## config.mk

```make
export PLATFORM = sky130hd
export DESIGN_NAME = sdtc_div
export DESIGN_NICKNAME = d
export VERILOG_FILES = /design/src/hdl/sdtc_div.sv
export SDC_FILE = /design/constraint.sdc
export NUM_CORES = 1
export LEC_CHECK = 0
export ABC_CLOCK_PERIOD_IN_PS = 6000
export BUFFER_PORTS_ARGS = -buffer_cell sky130_fd_sc_hd__clkbuf_2
export CORE_MARGIN = 1
export CORE_UTILIZATION = 45
export DETAILED_ROUTE_END_ITERATION = 6
export PLACE_DENSITY = 0.59
export REMOVE_ABC_BUFFERS = 1
export SYNTH_ARGS = -nofsm -noshare
export SYNTH_HDL_FRONTEND = slang
export SYNTH_SLANG_ARGS = --single-unit
```

## constraint.sdc

```tcl
create_clock -name clk -period 6 [get_ports clk]
set_input_delay 1.2 -clock clk [delete_from_list [all_inputs] [get_ports clk]]
set_output_delay 1.2 -clock clk [all_outputs]
set_load 0.005 [all_outputs]
```

## src/hdl/sdtc_div.sv

```systemverilog
// ----------------------------------------------------------------------------
// sdtc_div
// Pipelined unsigned restoring divider, one quotient bit per register stage,
// with a sideband word that travels alongside each request.
// ----------------------------------------------------------------------------
module sdtc_div #(
  parameter int NW = 24,
  parameter int DW = 12,
  parameter int PW = 1
) (
  input  logic          clk,
  input  logic          rst_n,
  input  logic          en,
  input  logic          in_valid,
  input  logic [NW-1:0] in_num,
  input  logic [DW-1:0] in_den,
  input  logic [PW-1:0] in_side,
  output logic          out_valid,
  output logic [NW-1:0] out_quot,
  output logic [PW-1:0] out_side
);

  logic          vld_r  [1:NW];
  logic [DW-1:0] rem_r  [1:NW];
  logic [NW-1:0] num_r  [1:NW];
  logic [DW-1:0] den_r  [1:NW];
  logic [PW-1:0] side_r [1:NW];

  for (genvar s = 1; s <= NW; s++) begin : g_stage
    logic          prv_vld;
    logic [DW-1:0] prv_rem;
    logic [NW-1:0] prv_num;
    logic [DW-1:0] prv_den;
    logic [PW-1:0] prv_side;
    logic [DW:0]   trial;
    logic          fits;
    logic [DW:0]   diff;
    logic [DW-1:0] rem_nxt;

    if (s == 1) begin : g_first
      assign prv_vld  = in_valid;
      assign prv_rem  = '0;
      assign prv_num  = in_num;
      assign prv_den  = in_den;
      assign prv_side = in_side;
    end else begin : g_next
      assign prv_vld  = vld_r[s-1];
      assign prv_rem  = rem_r[s-1];
      assign prv_num  = num_r[s-1];
      assign prv_den  = den_r[s-1];
      assign prv_side = side_r[s-1];
    end

    always_comb begin
      trial   = {prv_rem, prv_num[NW-1]};
      fits    = (trial >= {1'b0, prv_den});
      diff    = trial - {1'b0, prv_den};
      rem_nxt = fits ? diff[DW-1:0] : trial[DW-1:0];
    end

    always_ff @(posedge clk) begin
      if (!rst_n) begin
        vld_r[s] <= 1'b0;
      end else if (en) begin
        vld_r[s] <= prv_vld;
      end
    end

    always_ff @(posedge clk) begin
      if (en) begin
        rem_r[s]  <= rem_nxt;
        num_r[s]  <= {prv_num[NW-2:0], fits};
        den_r[s]  <= prv_den;
        side_r[s] <= prv_side;
      end
    end
  end

  assign out_valid = vld_r[NW];
  assign out_quot  = num_r[NW];
  assign out_side  = side_r[NW];

endmodule

```

==> impl_metrics.ini <==
[drt]
drt-pass1-iter-count = 5
vias = 26500
ant_nets = 0
drt-initial-drc-count = 1571
route.detailed.drc = 0
wire_per_inst_um = 16.2
wl_mm = 84.2
avgViaCountPerCell = 5.11

[clocking]
cts_buffer_depth = 3
cts_made_buffers = 132
root_buffer = clkbuf_16
clkTransAtPathRegs_ps = 60
ctsResizeCount = 0
clock_latency_ps = 720
tritoncts = built
cts.sinks = 1176
htree_levels = 4
postCtsHoldBufs = 0
post_cts_buffers = 0

[placement]
port_buffers = 66
dp_hpwl_mm = 57.0
gp_congestion = 0.817

[global_routing]
grt_pass1_vias = 26900
track_usage = 0.144
antenna_found_initial = 0
grt_overflow = 0
globalRoute.busiestLayer = met2
grt_util_met3 = 0.0277
grt_max_degree = 184
gr-usage-met2 = 0.259
use_met1 = 0.171
grt_pass1_wl_mm = 136

[timing]
post-route-min-period_ps = 2870
clock_skew_ps = 23.3
finalCritPeriodShare = 0.479
worst_slew_pin_slew_ps = 1100
max-slew-margin-rel = 0.265
setup_viol = 0
drv_slew = 0
fmax_mhz = 348
hold_viol = 0
rsz0062_at_grt = no
setup_tns_ps = 0

[die]
core_area_sq_mm = 0.116
fp-row-count = 125
die_area_sq_mm = 0.119
chipHeight_um = 344
start_util = 0.454
ios = 67
die_x_um = 344

[yosys]
ys_async_sr_fraction = 0
syn_area_sq_mm = 0.0528
synth_edf_count = 1176
synth-seq-area-share = 0.669
ys_types = 54
avgSynthCellArea_sq_um = 15.6
ys.flop_type = edfxtp_1
ys_warn_count = 0
synth_cells = 3393
ys_ff_latch = 1176

[power_and_ir_drop]
power_mw = 28.4
p_leak_nw = 23.0
p_per_area_mw_per_mm2 = 482
irDropWorstVdd_mv = 0.300

[min_path]
min_from = num_r[0][190]
hp-class = flip-flop to flip-flop

[layout]
n_antenna_cell = 0
drive_above_1_share = 0.147
nets = 3914
syn_to_final_growth_pct = 11.5

[setup_path]
crit_fanout = 11
crit_type = flip-flop to flip-flop
required_ps = 6470
startpoint = rem_r[0][261]
crit_arrival_ps = 3340
crit_path_end_kind = flip-flop
reg2reg_from = rem_r[0][261]
rrSetupSlack_ps = 3130
startpoint_type = flip-flop

[outcome]
status = finished clean

[flow_run]
maxCapViolations = 0
==> Yosys cell counts, drive strengths merged (8+ instances only) <==
| library cell | number | area (sq um) |
|---|---|---|
| buf | 25 | 423 |
| a21o | 8 | 60.1 |
| nand3 | 50 | 250 |
| o31a | 49 | 488 |
| nand2b | 24 | 150 |
| o21ai | 111 | 634 |
| a32oi | 21 | 184 |
| a211oi | 43 | 323 |
| nor2 | 179 | 672 |
| fa | 22 | 440 |
| nand2 | 132 | 495 |
| mux2 | 218 | 3010 |
| nor2b | 46 | 295 |
| mux2i | 45 | 450 |
| ha | 278 | 3480 |
| a311o | 21 | 236 |
| xor2 | 127 | 1110 |
| nand4 | 22 | 138 |
| nor3 | 45 | 225 |
| xnor2 | 48 | 420 |
| a21boi | 28 | 210 |
| edfxtp | 1176 | 35300 |
| a21oi | 114 | 571 |
| a211o | 22 | 193 |
| o211ai | 22 | 459 |
| and3 | 45 | 282 |
| o31ai | 43 | 323 |
| inv | 344 | 1290 |
| o21a | 67 | 503 |
==> layout by cell type, fill, tap and decap left out, drive strengths merged, types with 45 or more instances in the layout <==
master	instances
o31a	49
nand3	50
ha	278
nor2b	46
o21ai	111
and3	45
a21oi	114
nor3	45
xnor2	48
xor2	127
mux2i	45
o21a	67
edfxtp	1176
inv	351
clkinv	52
mux2	218
nand2	132
clkbuf	226
nor2	179
==> per-stage QoR <==
step	hold WS, ps	std cells	setup WS (ps)	cell area, sq um	util
3_3_place_gp	400	4963	2790	54700	0.471
6_report	405	5194	3130	58800	0.506
5_1_grt	410	5194	2930	58800	0.506
2_1_floorplan	400	3364	3260	52300	-
3_5_place_dp	405	4963	2750	54700	0.471
4_1_cts	402	5194	2980	58800	0.506
==> report_power, final <==
| group | switching, mW | internal (mW) |
|---|---|---|
| sequential | 0.632 | 11.0 |
| combinational | 4.44 | 4.68 |
| clock | 3.18 | 4.40 |
==> metal layers <==
layer  part of all wire  wire length, um
met1               0.42            35600
met2               0.52            43700
met3              0.032             2690
met4              0.026             2170
met5                  0                0
==> sequential cells by signal, indices dropped and copies added, names as in the netlist <==
signal  cells
vld_r      24
den_r     276
rem_r     276
side_r     24
num_r     576
==> logic make-up after synthesis <==
family / synth area share
mux: 0.0655
fa+ha+maj: 0.0743
simple gates: 0.0484
buf+inv: 0.0328
compound gates: 0.0806
xor+xnor: 0.0290
flops: 0.669
==> layout make-up <==
type	count	area [sq um]
Inverter	344	1290
Fill cell	9725	57400
Sequential cell	1176	35300
Timing Repair Buffer	75	495
Multi-Input combinational cell	1844	15700
Clock buffer	161	3430
Clock inverter	70	656
Tap cell	1524	1910
==> critical path, stage by stage, from the launching register on <==
cell and delay [ps]:
edfxtp_1 390, ha_1 390, a21o_1 210, a21boi_0 450, o31a_1 390, o211ai_2 360, mux2_1 420
==> final timing paths <==
check | end | depth (start not counted)
setup / recovery | rem_r[0][270] | 6
hold / removal | num_r[0][215] | 0
setup reg to reg | rem_r[0][270] | 6
hold reg to reg | num_r[0][215] | 0
(Power assumes the default switching activity.)
